<file path="src/sv/vma_pkg.sv">
`timescale 1ns / 1ps
// Package for the per-vertex missing transverse energy accumulator.
// Holds sizes, command and state codes, the queue transaction type and arithmetic helpers.
// Depends on nothing.
package vma_pkg;

    localparam int MAX_VERTICES = 16;
    localparam int NVAR         = 3;
    localparam int NSLOT        = MAX_VERTICES * NVAR;
    localparam int SLOT_W       = (NSLOT > 1) ? $clog2(NSLOT) : 1;
    localparam int VTX_W        = (MAX_VERTICES > 1) ? $clog2(MAX_VERTICES) : 1;
    localparam int VCNT_W       = $clog2(MAX_VERTICES + 1);
    localparam int IN_W         = 16;
    localparam int ETA_W        = 11;
    localparam int SUM_W        = 28;
    localparam int SQ_W         = 2 * SUM_W;
    localparam int REM_W        = SUM_W + 3;
    localparam int ROOT_ITERS   = SUM_W;
    localparam int ITER_W       = $clog2(ROOT_ITERS);
    localparam int RAM_W        = 4 * SUM_W;
    localparam int QUEUE_DEPTH  = 2;
    localparam int QPTR_W       = (QUEUE_DEPTH > 1) ? $clog2(QUEUE_DEPTH) : 1;
    localparam int QCNT_W       = $clog2(QUEUE_DEPTH + 1);
    localparam int CFG_IDX_W    = 2;
    localparam int CFG_W        = 16;
    localparam int ETA_CUT_W    = 10;

    localparam logic [CFG_IDX_W-1:0] CFG_DZ_CUT       = 2'd0;
    localparam logic [CFG_IDX_W-1:0] CFG_MIN_PT       = 2'd1;
    localparam logic [CFG_IDX_W-1:0] CFG_MAX_ETA      = 2'd2;
    localparam logic [15:0]          DZ_CUT_RESET     = 16'd100;
    localparam logic [15:0]          MIN_PT_RESET     = 16'd0;
    localparam logic [9:0]           MAX_ETA_RESET    = 10'd1023;

    localparam logic [1:0] VAR_FULL  = 2'd0;
    localparam logic [1:0] VAR_TRACK = 2'd1;
    localparam logic [1:0] VAR_NOPU  = 2'd2;

    localparam logic STATUS_OK        = 1'b0;
    localparam logic STATUS_NO_VERTEX = 1'b1;

    localparam logic signed [SUM_W-1:0] SMAX = {1'b0, {(SUM_W-1){1'b1}}};
    localparam logic signed [SUM_W-1:0] SMIN = {1'b1, {(SUM_W-1){1'b0}}};
    localparam logic [SUM_W-1:0]        UMAX = {SUM_W{1'b1}};

    typedef enum logic [1:0] {
        CMD_LOAD = 2'd0,
        CMD_CAND = 2'd1,
        CMD_EMIT = 2'd2,
        CMD_NOP  = 2'd3
    } cmd_t;

    typedef enum logic [3:0] {
        B_IDLE,
        B_SEARCH,
        B_UPDATE,
        B_EMIT_RD,
        B_EMIT_NEG,
        B_EMIT_SQ,
        B_EMIT_SUM,
        B_ROOT,
        B_OUT,
        B_NONE
    } back_state_t;

    typedef struct packed {
        cmd_t                   cmd;
        logic signed [IN_W-1:0] vertex_z;
        logic signed [IN_W-1:0] px;
        logic signed [IN_W-1:0] py;
        logic signed [IN_W-1:0] pz;
        logic [IN_W-1:0]        pt;
        logic                   charged;
        logic                   tk;
        logic signed [IN_W-1:0] cz;
        logic [IN_W-1:0]        dz_cut;
    } item_t;

    typedef struct packed {
        logic full;
        logic empty;
    } q_status_t;

    function automatic logic signed [SUM_W-1:0] sat_add_s(
        input logic signed [SUM_W-1:0] a,
        input logic signed [IN_W-1:0]  b
    );
        logic signed [SUM_W:0] s;
        s = $signed({a[SUM_W-1], a}) + $signed({{(SUM_W+1-IN_W){b[IN_W-1]}}, b});
        if (s[SUM_W] != s[SUM_W-1])
            return s[SUM_W] ? SMIN : SMAX;
        return s[SUM_W-1:0];
    endfunction

    function automatic logic [SUM_W-1:0] sat_add_u(
        input logic [SUM_W-1:0] a,
        input logic [IN_W-1:0]  b
    );
        logic [SUM_W:0] s;
        s = {1'b0, a} + {{(SUM_W+1-IN_W){1'b0}}, b};
        return s[SUM_W] ? UMAX : s[SUM_W-1:0];
    endfunction

    function automatic logic signed [SUM_W-1:0] sat_neg(input logic signed [SUM_W-1:0] a);
        return (a == SMIN) ? SMAX : -a;
    endfunction

endpackage

</file>
<file path="src/sv/vma_front.sv">
`timescale 1ns / 1ps
// Front end: configuration registers, command acceptance and candidate classification.
// Depends on vma_pkg.
module vma_front (
    input  logic                         clk,
    input  logic                         rst_n,
    input  logic                         start,
    input  logic [1:0]                   cmd,
    input  logic signed [15:0]           vertex_z,
    input  logic signed [15:0]           cand_px,
    input  logic signed [15:0]           cand_py,
    input  logic signed [15:0]           cand_pz,
    input  logic [15:0]                  cand_pt,
    input  logic signed [10:0]           cand_eta,
    input  logic                         is_charged,
    input  logic signed [15:0]           cand_z,
    input  logic                         cfg_we,
    input  logic [vma_pkg::CFG_IDX_W-1:0] cfg_index,
    input  logic [vma_pkg::CFG_W-1:0]    cfg_data,
    input  vma_pkg::q_status_t           q_status,
    output logic                         busy,
    output logic                         push,
    output vma_pkg::item_t               push_item
);

    logic [15:0] dz_cut_reg;
    logic [15:0] min_pt_reg;
    logic [9:0]  max_eta_reg;
    logic [10:0] eta_abs;
    vma_pkg::cmd_t cmd_code;

    always_ff @(posedge clk or negedge rst_n)
    begin
        if (!rst_n)
        begin
            dz_cut_reg  <= vma_pkg::DZ_CUT_RESET;
            min_pt_reg  <= vma_pkg::MIN_PT_RESET;
            max_eta_reg <= vma_pkg::MAX_ETA_RESET;
        end
        else if (cfg_we)
        begin
            unique case (cfg_index)
                vma_pkg::CFG_DZ_CUT:  dz_cut_reg  <= cfg_data;
                vma_pkg::CFG_MIN_PT:  min_pt_reg  <= cfg_data;
                vma_pkg::CFG_MAX_ETA: max_eta_reg <= cfg_data[9:0];
                default: ;
            endcase
        end
    end

    // -(-1024) wraps to 1024 as an unsigned 11-bit value
    assign eta_abs  = cand_eta[10] ? 11'(-cand_eta) : 11'(cand_eta);
    assign cmd_code = vma_pkg::cmd_t'(cmd);
    assign busy     = q_status.full;

    // drop the unused command here
    assign push = start && !q_status.full && (cmd_code != vma_pkg::CMD_NOP);

    always_comb
    begin
        push_item.cmd      = cmd_code;
        push_item.vertex_z = vertex_z;
        push_item.px       = cand_px;
        push_item.py       = cand_py;
        push_item.pz       = cand_pz;
        push_item.pt       = cand_pt;
        push_item.charged  = is_charged;
        push_item.tk       = (cand_pt > min_pt_reg) && (eta_abs < {1'b0, max_eta_reg});
        push_item.cz       = cand_z;
        push_item.dz_cut   = dz_cut_reg;
    end

endmodule

</file>
<file path="config.mk">
export PLATFORM = sky130hd
export DESIGN_NAME = vma_front
export DESIGN_NICKNAME = d
export VERILOG_FILES = /design/src/sv/vma_pkg.sv /design/src/sv/vma_front.sv
export SDC_FILE = /design/constraint.sdc
export NUM_CORES = 1
export LEC_CHECK = 0
export BUFFER_PORTS_ARGS = -buffer_cell sky130_fd_sc_hd__buf_2
export CAP_MARGIN = 10
export CELL_PAD_IN_SITES_DETAIL_PLACEMENT = 1
export CELL_PAD_IN_SITES_GLOBAL_PLACEMENT = 2
export CORE_MARGIN = 3
export CORE_UTILIZATION = 23
export CTS_BUF_LIST = sky130_fd_sc_hd__clkbuf_2
export CTS_CLUSTER_DIAMETER = 150
export CTS_CLUSTER_SIZE = 40
export DETAILED_ROUTE_END_ITERATION = 16
export PLACE_DENSITY = 0.88
export SYNTH_ARGS = -nofsm -noshare
export SYNTH_HDL_FRONTEND = slang
export SYNTH_SLANG_ARGS = --single-unit
</file>
<file path="constraint.sdc">
create_clock -name clk -period 9.1 [get_ports clk]
set_input_delay 1.82 -clock clk [delete_from_list [all_inputs] [get_ports clk]]
set_output_delay 1.82 -clock clk [all_outputs]
set_load 0.02 [all_outputs]
</file>
; Word level (Yosys, flattened, before mapping)
; Cells that the tools add are included.
[word_totals]
word_cells = 18
output_inout_bits = 118
input_bits = 134
reg_bits = 42
[classes]
addsub = 1
eq_ne = 3
mux = 1
n_lt_le_gt_ge = 2
reduce_logical = 8
[ops]
columns = op, n
row1 = 16-bit greater-than comparator, 1
row2 = 11-bit by 10-bit less-than comparator with 1-bit output, 1
row3 = 11-bit two-way mux, 1
row4 = 11-bit negation, 1
row5 = 2-bit AND reduction, 3
row6 = 1-bit logical AND, 3
row7 = "2-bit by 1-bit == test with 1-bit output, second input constant", 1
row8 = "2-bit == test, second input constant", 1
row9 = 2-bit logical NOT, 1
row10 = "2-bit != test, second input constant", 1
row11 = 1-bit logical NOT, 1

; Logic depth before layout (Yosys ltp)
[logic_depth]
ltp_word = 4
depth_mapped = 12
ltp_nobuf = 12

; Worst setup path before layout
; No wires, ideal clock.
[synth_path]
kind = input port to output port
startpoint = input cand_eta[1]
endpoint = output push_item[32] (netlist name)
stages = 12
setup_slack_ps = 3117
t_arrival_ps = 4163
path_cell_list = inv_1 -> ha_1 -> nand2_1 -> or3_1 -> nand2_1 -> xnor2_1 -> ha_1 -> and3_1 -> a221o_1 -> a31oi_1 -> o21ai_1 -> a2111oi_2
[synth_rtl]
columns = item, line
row1 = "start, declared", vma_front.sv:14  ; input logic signed [10:0] cand_eta,
row2 = "end, declared", vma_front.sv:23  ; output vma_pkg::item_t push_item

==> results.cfg <==
[yosys]
synthCells = 309
syn_avg_cell_area_um2 = 10.3
ys.flop_type = dfrtp_1
synth-simple-area-share = 0.0590
synth_adder_area_share = 0.102
synthTopCellsByArea = buf_4 (24%), dfrtp_1 (23%), mux2_2 (15%)
ys_seq_area_frac = 0.336
ys_ff_latch = 42
yosysTopAreaCell = buf_4
synth-xor-area-share = 0.0220
yosys.area.top_type_share = 0.236
synth_mux_area_frac = 0.149
synth_top_family_by_area = buffers and inverters
syn_area_um2 = 3180
yosysUniqueCellTypes = 37
synthArstFlopShare = 1.00
ys_warn_count = 0
syn_nets = 469
synth_edf_count = 0
synth_compound_area_frac = 0.0566

[clocking]
cts_made_buffers = 5
cts_max_path_buffers = 2
insertion_delay_ns = 0.37
postCtsHoldBufs = 0
htreeDepth = 2
cts_setup_buffers = 0
ctsResizeCount = 0
clkTransAtPathRegs_ns = 0.19
cts_root_buf = clkbuf_2
cts_sinks = 42
cts_tree = built

[timing]
hold_slack_ns = 0.529
rsz0062_at_grt = no
fmax_mhz = 160
finalMaxSlewViolations = 0
finalCritPeriodShare = 0.688
setup_tns_ns = 0
finClkSkew_ns = 0
fin_crit_ns = 6.26
finalSetupViolations = 0
worst_slew_pin_slew_ns = 0.948
max_slew_margin = 0.368
hold_violations = 0
worst_slack_ns = 2.84

[setup_path]
critPathKind = in2out
cp.depth = 14
critical_path.startpoint_type = primary input
crit_required_ns = 7.28
slowest_delay_ns = 0.39
critPathCaptureType = output pin
slowest_stage = a2111oi_2
crit_fanout = 4
r2r_cells = 1
rrSetupSlack_ns = 8.28
critPathArrivalTime_ns = 4.44
setup.worst_path.end = push_item[32]
cp_num_buf_inv = 3
critical_path.top_delay_family = compound AO/OA/AOI/OAI gates
reg2reg_from = min_pt_reg[11]$_DFFE_PN0P_
path_cells = buf_2, inv_1, ha_1, nand2_1, or3_1, nand2_1, xnor2_1, ha_1, and3_1, a221o_1, a31oi_1, o21ai_1, a2111oi_2, buf_2
r2r_end = min_pt_reg[11]$_DFFE_PN0P_
cp-startpoint = cand_eta[0]

[place]
routabilityCongestion = 0.713
dp.cells = 470
dp_worst_setup_slack_ns = 2.79
port_buffers = 88
dp_hpwl_mm = 7.04
place_area_um2 = 3080

[outcome]
status = complete, no violations

[cells_and_area]
layout-drive-gt1-share = 0.520
diodes = 0
instances_no_fill = 478
final_core_util = 0.235
syn2layout_area_growth_pct = -1.02
design_area_um2 = 3150
nets = 461

[global_routing]
grt_pass1_wl_mm = 11.5
grt_max_degree = 43
overflow = 0
grt_pass1_vias = 2186
grt_antenna_before_repair = 0
track_usage = 0.0996

[pwr]
power.total_mw = 0.545
ir_worst_vdd_mv = 0.0775
powerDensity_nw_per_um2 = 173
p_leak_nw = 1.53

[run]
maxCapViolCount = 0

[detailed_routing]
ant_nets = 0
drcViolationCount = 0
drtPass1Iterations = 4
routedWlPerCell_um = 17.0
vias = 1996
drt_iter0_drc = 37
vias_per_cell = 4.18
routed_wl_mm = 8.12

[floorplan]
coreArea_um2 = 13400
start_util = 0.237
rows = 42
chipWidth_um = 124
ios = 252
dieArea_um2 = 15300
die_h_um = 124

[min_path]
min_path_type = reg2reg
## cells in the mapped netlist, types with 3 or more instances
cell type and instances:
o31ai_1 3, buf_4 100, xnor2_1 8, nand2_1 13
inv_1 29, dfrtp_1 29, a21oi_1 9, mux2_2 42
dfstp_2 13, ha_1 26
## worst min-delay path by stage
stage	from	endpoint	slack (ns)	cells after the start
2_1_floorplan	min_pt_reg[10]$_DFFE_PN0P_	min_pt_reg[10]$_DFFE_PN0P_	0.48	1
3_3_place_gp	dz_cut_reg[8]$_DFFE_PN0P_	dz_cut_reg[8]$_DFFE_PN0P_	0.49	1
3_5_place_dp	dz_cut_reg[4]$_DFFE_PN0P_	dz_cut_reg[4]$_DFFE_PN0P_	0.49	1
4_1_cts	dz_cut_reg[8]$_DFFE_PN0P_	dz_cut_reg[8]$_DFFE_PN0P_	0.54	1
5_1_grt	dz_cut_reg[8]$_DFFE_PN0P_	dz_cut_reg[8]$_DFFE_PN0P_	0.55	1
6_report	dz_cut_reg[4]$_DFFE_PN0P_	dz_cut_reg[4]$_DFFE_PN0P_	0.53	1
## where the power goes
| group | total (mW) | internal [mW] | switching, mW |
|---|---|---|---|
| sequential | 0.248 | 0.230 | 0.0181 |
| clock | 0.107 | 0.0476 | 0.0591 |
| combinational | 0.191 | 0.0870 | 0.104 |
| total | 0.545 | 0.364 | 0.181 |
## placed cells by master (no fill, tap or decap), types with 3 or more instances in the layout
cell type and instances:
nand2_1 13, ha_1 26, dfrtp_1 29, a21oi_1 9, buf_2 88, inv_1 29, dfstp_2 13, clkbuf_2 6
xnor2_1 8, o31ai_1 3, mux2_2 42
## logic make-up after synthesis
family,Yosys count
buffers and inverters,133
multiplexers,42
flip-flops,42
AND/OR/NAND/NOR,32
AO/OA/AOI/OAI,26
adder cells (fa/ha/maj),26
XOR/XNOR,8
## metal layers
layer	up-vias	track usage	part of all wire
li1	913	-	-
met1	974	0.0951	0.34
met2	94	0.208	0.57
met3	15	0.0236	0.081
met4	0	0.0249	0.012
met5	-	0	0
## final cells by class
type | instances | area [um^2]
clock buffer | 6 | 30.0
fill | 1576 | 10300
multi-input combinational | 134 | 1240
timing repair buffer | 89 | 448
clock inverter | 2 | 37.5
sequential | 42 | 1070
tap | 176 | 220
inverter | 29 | 109
Note: power is estimated with default switching activity, not from simulation.
