File: src/sv/vma_pkg.sv
`timescale 1ns / 1ps
// Package for the per-vertex missing transverse energy accumulator.
// Holds sizes, command and state codes, the queue transaction type and arithmetic helpers.
// Depends on nothing.
package vma_pkg;

    localparam int MAX_VERTICES = 16;
    localparam int NVAR         = 3;
    localparam int NSLOT        = MAX_VERTICES * NVAR;
    localparam int SLOT_W       = (NSLOT > 1) ? $clog2(NSLOT) : 1;
    localparam int VTX_W        = (MAX_VERTICES > 1) ? $clog2(MAX_VERTICES) : 1;
    localparam int VCNT_W       = $clog2(MAX_VERTICES + 1);
    localparam int IN_W         = 16;
    localparam int ETA_W        = 11;
    localparam int SUM_W        = 28;
    localparam int SQ_W         = 2 * SUM_W;
    localparam int REM_W        = SUM_W + 3;
    localparam int ROOT_ITERS   = SUM_W;
    localparam int ITER_W       = $clog2(ROOT_ITERS);
    localparam int RAM_W        = 4 * SUM_W;
    localparam int QUEUE_DEPTH  = 2;
    localparam int QPTR_W       = (QUEUE_DEPTH > 1) ? $clog2(QUEUE_DEPTH) : 1;
    localparam int QCNT_W       = $clog2(QUEUE_DEPTH + 1);
    localparam int CFG_IDX_W    = 2;
    localparam int CFG_W        = 16;
    localparam int ETA_CUT_W    = 10;

    localparam logic [CFG_IDX_W-1:0] CFG_DZ_CUT       = 2'd0;
    localparam logic [CFG_IDX_W-1:0] CFG_MIN_PT       = 2'd1;
    localparam logic [CFG_IDX_W-1:0] CFG_MAX_ETA      = 2'd2;
    localparam logic [15:0]          DZ_CUT_RESET     = 16'd100;
    localparam logic [15:0]          MIN_PT_RESET     = 16'd0;
    localparam logic [9:0]           MAX_ETA_RESET    = 10'd1023;

    localparam logic [1:0] VAR_FULL  = 2'd0;
    localparam logic [1:0] VAR_TRACK = 2'd1;
    localparam logic [1:0] VAR_NOPU  = 2'd2;

    localparam logic STATUS_OK        = 1'b0;
    localparam logic STATUS_NO_VERTEX = 1'b1;

    localparam logic signed [SUM_W-1:0] SMAX = {1'b0, {(SUM_W-1){1'b1}}};
    localparam logic signed [SUM_W-1:0] SMIN = {1'b1, {(SUM_W-1){1'b0}}};
    localparam logic [SUM_W-1:0]        UMAX = {SUM_W{1'b1}};

    typedef enum logic [1:0] {
        CMD_LOAD = 2'd0,
        CMD_CAND = 2'd1,
        CMD_EMIT = 2'd2,
        CMD_NOP  = 2'd3
    } cmd_t;

    typedef enum logic [3:0] {
        B_IDLE,
        B_SEARCH,
        B_UPDATE,
        B_EMIT_RD,
        B_EMIT_NEG,
        B_EMIT_SQ,
        B_EMIT_SUM,
        B_ROOT,
        B_OUT,
        B_NONE
    } back_state_t;

    typedef struct packed {
        cmd_t                   cmd;
        logic signed [IN_W-1:0] vertex_z;
        logic signed [IN_W-1:0] px;
        logic signed [IN_W-1:0] py;
        logic signed [IN_W-1:0] pz;
        logic [IN_W-1:0]        pt;
        logic                   charged;
        logic                   tk;
        logic signed [IN_W-1:0] cz;
        logic [IN_W-1:0]        dz_cut;
    } item_t;

    typedef struct packed {
        logic full;
        logic empty;
    } q_status_t;

    function automatic logic signed [SUM_W-1:0] sat_add_s(
        input logic signed [SUM_W-1:0] a,
        input logic signed [IN_W-1:0]  b
    );
        logic signed [SUM_W:0] s;
        s = $signed({a[SUM_W-1], a}) + $signed({{(SUM_W+1-IN_W){b[IN_W-1]}}, b});
        if (s[SUM_W] != s[SUM_W-1])
            return s[SUM_W] ? SMIN : SMAX;
        return s[SUM_W-1:0];
    endfunction

    function automatic logic [SUM_W-1:0] sat_add_u(
        input logic [SUM_W-1:0] a,
        input logic [IN_W-1:0]  b
    );
        logic [SUM_W:0] s;
        s = {1'b0, a} + {{(SUM_W+1-IN_W){1'b0}}, b};
        return s[SUM_W] ? UMAX : s[SUM_W-1:0];
    endfunction

    function automatic logic signed [SUM_W-1:0] sat_neg(input logic signed [SUM_W-1:0] a);
        return (a == SMIN) ? SMAX : -a;
    endfunction

endpackage

File: src/sv/vma_queue.sv
`timescale 1ns / 1ps
// Short transaction queue between front end and back end.
// Depends on vma_pkg.
module vma_queue (
    input  logic               clk,
    input  logic               rst_n,
    input  logic               push,
    input  vma_pkg::item_t     push_item,
    input  logic               pop,
    output vma_pkg::item_t     head,
    output vma_pkg::q_status_t status
);

    vma_pkg::item_t                  entry_reg [vma_pkg::QUEUE_DEPTH];
    logic [vma_pkg::QPTR_W-1:0]      rd_ptr_reg;
    logic [vma_pkg::QPTR_W-1:0]      wr_ptr_reg;
    logic [vma_pkg::QCNT_W-1:0]      count_reg;
    logic                            do_push;
    logic                            do_pop;

    function automatic logic [vma_pkg::QPTR_W-1:0] ptr_inc(
        input logic [vma_pkg::QPTR_W-1:0] p
    );
        return (p == vma_pkg::QPTR_W'(vma_pkg::QUEUE_DEPTH - 1)) ?
               '0 : p + vma_pkg::QPTR_W'(1);
    endfunction

    assign status.full  = (count_reg == vma_pkg::QCNT_W'(vma_pkg::QUEUE_DEPTH));
    assign status.empty = (count_reg == '0);
    assign do_push      = push && !status.full;
    assign do_pop       = pop && !status.empty;
    assign head         = entry_reg[rd_ptr_reg];

    always_ff @(posedge clk)
    begin
        if (do_push)
        begin
            entry_reg[wr_ptr_reg] <= push_item;
        end
    end

    always_ff @(posedge clk or negedge rst_n)
    begin
        if (!rst_n)
        begin
            rd_ptr_reg <= '0;
            wr_ptr_reg <= '0;
            count_reg  <= '0;
        end
        else
        begin
            if (do_push)
                wr_ptr_reg <= ptr_inc(wr_ptr_reg);
            if (do_pop)
                rd_ptr_reg <= ptr_inc(rd_ptr_reg);
            if (do_push && !do_pop)
                count_reg <= count_reg + vma_pkg::QCNT_W'(1);
            else if (do_pop && !do_push)
                count_reg <= count_reg - vma_pkg::QCNT_W'(1);
        end
    end

endmodule

File: config.mk
export PLATFORM = sky130hd
export DESIGN_NAME = vma_queue
export DESIGN_NICKNAME = d
export VERILOG_FILES = /design/src/sv/vma_pkg.sv /design/src/sv/vma_queue.sv
export SDC_FILE = /design/constraint.sdc
export NUM_CORES = 1
export LEC_CHECK = 0
export CORE_MARGIN = 2
export CORE_UTILIZATION = 55
export DETAILED_ROUTE_END_ITERATION = 6
export DONT_BUFFER_PORTS = 1
export PLACE_DENSITY = 0.78
export SYNTH_ARGS = -nofsm -noshare
export SYNTH_HDL_FRONTEND = slang
export SYNTH_SLANG_ARGS = --single-unit
File: constraint.sdc
create_clock -name clk -period 5.6 [get_ports clk]
set_input_delay 0.56 -clock clk [delete_from_list [all_inputs] [get_ports clk]]
set_output_delay 0.56 -clock clk [all_outputs]
set_load 0.03 [all_outputs]
# After elaboration in Yosys (flattened, before gate mapping)
# Memory sizes are Yosys's and may differ from the RTL's.
# Index checks and enable logic that the tools add are counted.
totals:
  reg_bits: 4
  mem_bits_rw: 232
  input_bits: 120
  output_inout_bits: 118
  wordCells: 25
  n_memories: 1
memory_table:
  columns: ["name", "depth", "width", "rd", "rd_ports_with_merged_regs", "write_ports", "line_no", "rtl"]
  rows:
  - ["entry_reg", 2, 116, 1, 0, 1, "vma_queue.sv:14", "vma_pkg::item_t entry_reg [vma_pkg::QUEUE_DEPTH];"]
op_classes:
  addsub: 4
  n_eq_ne: 1
  muxes: 6
  n_reduce_logical: 10
ops:
  columns: ["op", "count"]
  rows:
  - ["logical AND 1 bit", 4]
  - ["zero test 1 bit", 4]
  - ["two-way mux 1 bit", 4]
  - ["two-way mux 2 bit", 2]
  - ["adder 1 bit, second input constant", 2]
  - ["adder 2 x 1 -> 2 bit, second input constant", 1]
  - ["equality test 2 bit, second input constant", 1]
  - ["zero test 2 bit", 1]
  - ["nonzero test 2 bit", 1]
  - ["subtractor 2 x 1 -> 2 bit, second input constant", 1]

# Longest topological paths before layout
logic_depth:
  depth_word: 7
  mapped_depth: 7
  ltp_nobuf: 7

# Worst setup path before layout
# OpenSTA, ideal clock, no wires.
synth_timing:
  path_kind: "input port to flip-flop"
  startpoint: "input port push"
  endpoint: "memory entry_reg[0][0] (netlist bit), enable pin"
  setup_ns: 0.592
  arrival_time_ns: 5.472
  t_required_ns: 5.008
  setup_slack_ns: -0.464
  path_stages: 2
  path_buffers: 0
  cell_sequence: "nand2_1 nor2_1"
synth_via:
  elab_chain_len: 3
synth_rtl:
  columns: ["item", "line_no", "rtl"]
  rows:
  - ["start, declared", "vma_queue.sv:7", "input logic push,"]
  - ["logical AND 1 bit", "vma_queue.sv:30", "assign do_push = push && !status.full;"]
  - ["two-way mux 1 bit", "vma_queue.sv:36", "if (do_push)"]
  - ["two-way mux 1 bit (implied by the code)", "vma_queue.sv:38", "entry_reg[wr_ptr_reg] <= push_item;"]
  - ["end, declared", "vma_queue.sv:14", null]
# Every way passes these cells.

==> results.md <==
* Status: finished clean
* Fill count at 1043
* Total routed wirelength at between 10000 and 15000 microns
* Crit Path Max Fanout at 77
* Worst reg2reg startpoint: count_reg[0]
* Netlist cell types at 15
* Synthesized flop and latch total at between 200 and 250
* Global route overflow at 0
* First-pass GRT wire length at ~21000 microns
* Minimum clock period at 3.391 ns
* Final Cycle Share at roughly three fifths
* Layout Cells excl Fill at slightly above 600
* Max Clock Skew at about 0.0078 ns
* CTS tree: done
* Vias at roughly 3500
* Largest area contributor in the synthesized netlist: edfxtp_1
* Share of cells above drive strength 1 at 38.83%
* Count leader, synth: edfxtp_1
* Initial Util at between 50 and 60%
* Worst-Skew Late Latency at approximately 0.49 ns
* P_leak at 0.003242 uW
* Unrepaired setup endpoints after global routing: no
* Finish-stage setup viols at 0
* Number of global-route vias before repair at 3708
* HPWL Detailed at 9598 microns
* Most frequent cells after synthesis: edfxtp_1 (232), mux2_2 (86), mux2_4 (30), buf_2 (8), buf_6 (5)
* Reg clk slew, reported paths at 0.06 ns
* Number of max-cap violations at 0
* Post-synth ARST share at 1.695%
* Worst path slowest cell: dfrtp_4
* Die Footprint at ~0.017 sq mm
* Routability cong. at between 0.7 and 0.8
* Placed cell count at between 500 and 600
* Port bufs at 0
* Synth top area share at 80.28%
* Starting DRT DRC Count at roughly 240
* Final nets at approximately 520
* CP Launch Type: flop
* Via density at between 5 and 6
* Worst Tran Pin Value at around 1.1 ns
* # rows at 45
* Maximum operating frequency at approximately 290 MHz
* GR Util All Layers at roughly 16%
* Top Ports at ~240
* PD cells at 615.6 mW/mm^2
* Post-Syn Area at approximately 0.0087 sq mm
* Main synth FF type: edfxtp_1
* Diode count at 0
* Setup TNS at 0 ns
* WL per Instance at around 23 microns
* Post-route ant nets at 0
* Relative max-transition margin at a little under a quarter
* Largest net degree at the start of global routing at 79
* Die Span Y at 129.6 microns
* Hold Vio Cnt, Final at 0
* Yosys Warn Count at 0
* Capture point of the worst path: head[36]
* Register-to-register setup slack at 3.05 ns
* Die width at about 130 microns
* Clock Tree Buf Depth at 3
* Worst reg2reg endpoint: entry_reg[0][91]
* DRC violations left at 0
* TritonCTS buffer count at 23
* Maximum VDD drop at 0.3310 mV
* CORE AREA at about 0.015 sq mm
* H-Tree Depth at 1
* Cells after Synth at 380
* Syn avg cell area at around 23 sq um
* Critical Path, Cell by Cell: buf_4 -> mux2_2
* Min-Delay Path Class: input pin to flop
* EDFF count, synth at ~230
* DRT Pass-1 Iters at 4
* FF-to-FF path depth at 4
* Worst stage delay on the critical path at about 1.1 ns
* Post-synth net total at approximately 500
* Largest cells by area after synthesis: edfxtp_1 (80%), mux2_2 (11%), mux2_4 (5.2%)
* Max FFs per register at ~230
* Setup CP Type: flop to primary output
* Syn-to-layout area delta at 11.49%
* Arr. time, crit path at roughly 2.8 ns
* Endpoint class of the critical path: primary output
* CP Data Required Time at 5.04 ns
* Slew Viols, Final at 0
* Post-CTS Setup Inserts at 0
* Critical Path Start: rd_ptr_reg
* Initial antenna violation count at 0
* Post-synthesis sequential area ratio at about four fifths
* Clock root cell: clkbuf_16
* Num Clock Sinks at 236
==> area by class of cell <==
type | instances | area (sq um) | share of cell area [%]
clock buffer | 27 | 620.6 | 6.414
inverter | 2 | 7.507 | 0.07759
multi-input combinational | 129 | 1520 | 15.71
sequential | 236 | 7071 | 73.08
tap | 211 | 264.0 | 2.729
timing repair buffer | 4 | 45.04 | 0.4655
clock inverter | 14 | 147.6 | 1.526
==> cell families after synthesis <==
group / Yosys count / share of synthesized area [%]
muxes: 116 / 16.35
and+or+nand+nor: 6 / 0.3172
AOI/OAI and AO/OA: 1 / 0.05761
adders and majority gates: 1 / 0.1442
buffers and inverters: 15 / 1.197
DFF: 236 / 81.43
xor gates and xnor gates: 5 / 0.5047
==> layout by cell type (no fill, tap or decap), types with 2 or more instances in the layout <==
master      instances
xnor2_1             3
nor2_1              2
clkinvlp_4          2
inv_1               2
clkinv_1            2
buf_4               2
bufinv_16           3
mux2_4             30
dfrtp_1             3
clkinv_2            7
edfxtp_1          232
clkbuf_16          23
mux2_2             86
clkbuf_8            3
xor2_1              2
==> worst min path at each step <==
stage | endpoint | from | slack [ns] | depth (start not counted)
2_1_floorplan | count_reg[0] | rst_n | 0.26 | 0
3_3_place_gp | count_reg[1] | rst_n | 0.26 | 0
3_5_place_dp | count_reg[1] | rst_n | 0.26 | 0
4_1_cts | entry_reg[0][51] | push_item[51] | 0.14 | 0
5_1_grt | entry_reg[0][35] | push_item[35] | 0.14 | 0
6_report | entry_reg[1][90] | push_item[90] | 0.16 | 0
==> report_power, final <==
group | switching, uW | total [uW] | internal, uW
clock network | 590 | 1520 | 928
logic | 1270 | 1810 | 539
registers | 207 | 2630 | 2420
total | 2070 | 5960 | 3890
==> metrics by stage <==
step	utilization (%)	instance area (sq um)	setup slack, ns	hold slack (ns)	power, uW
floorplan	-	8681	1.492	0.2644	4305
global placement	58.10	8897	2.774	0.2646	4437
detailed placement	58.10	8897	2.693	0.2646	4501
CTS	63.18	9676	2.142	0.1407	6029
global route	63.18	9676	2.049	0.1379	6179
finish	63.18	9676	2.209	0.1639	5956
==> what timing repair did <==
| action | in CTS | in global routing |
|---|---|---|
| setup endpoints to repair | 0 | 0 |
| gates resized for setup | 0 | 0 |
| hold buffers | 1 | 0 |
| hold endpoints to repair | 4 | 0 |
==> worst max-delay path, delay by kind of cell (launching register included) <==
family | cells | cell delay, ns
buffers and inverters | 1 | 0.69
flip-flops | 1 | 1.08
multiplexers | 1 | 0.51
==> layer usage <==
layer | up-vias | track usage (%) | routed length (microns)
li1 | 1533 | - | -
met1 | 1717 | 17.76 | 5030
met2 | 201 | 27.53 | 7205
met3 | 28 | 8.588 | 1917
met4 | 0 | 5.440 | 353
met5 | - | 0 | 0
No activity file was read; power rests on OpenSTA's default activity.
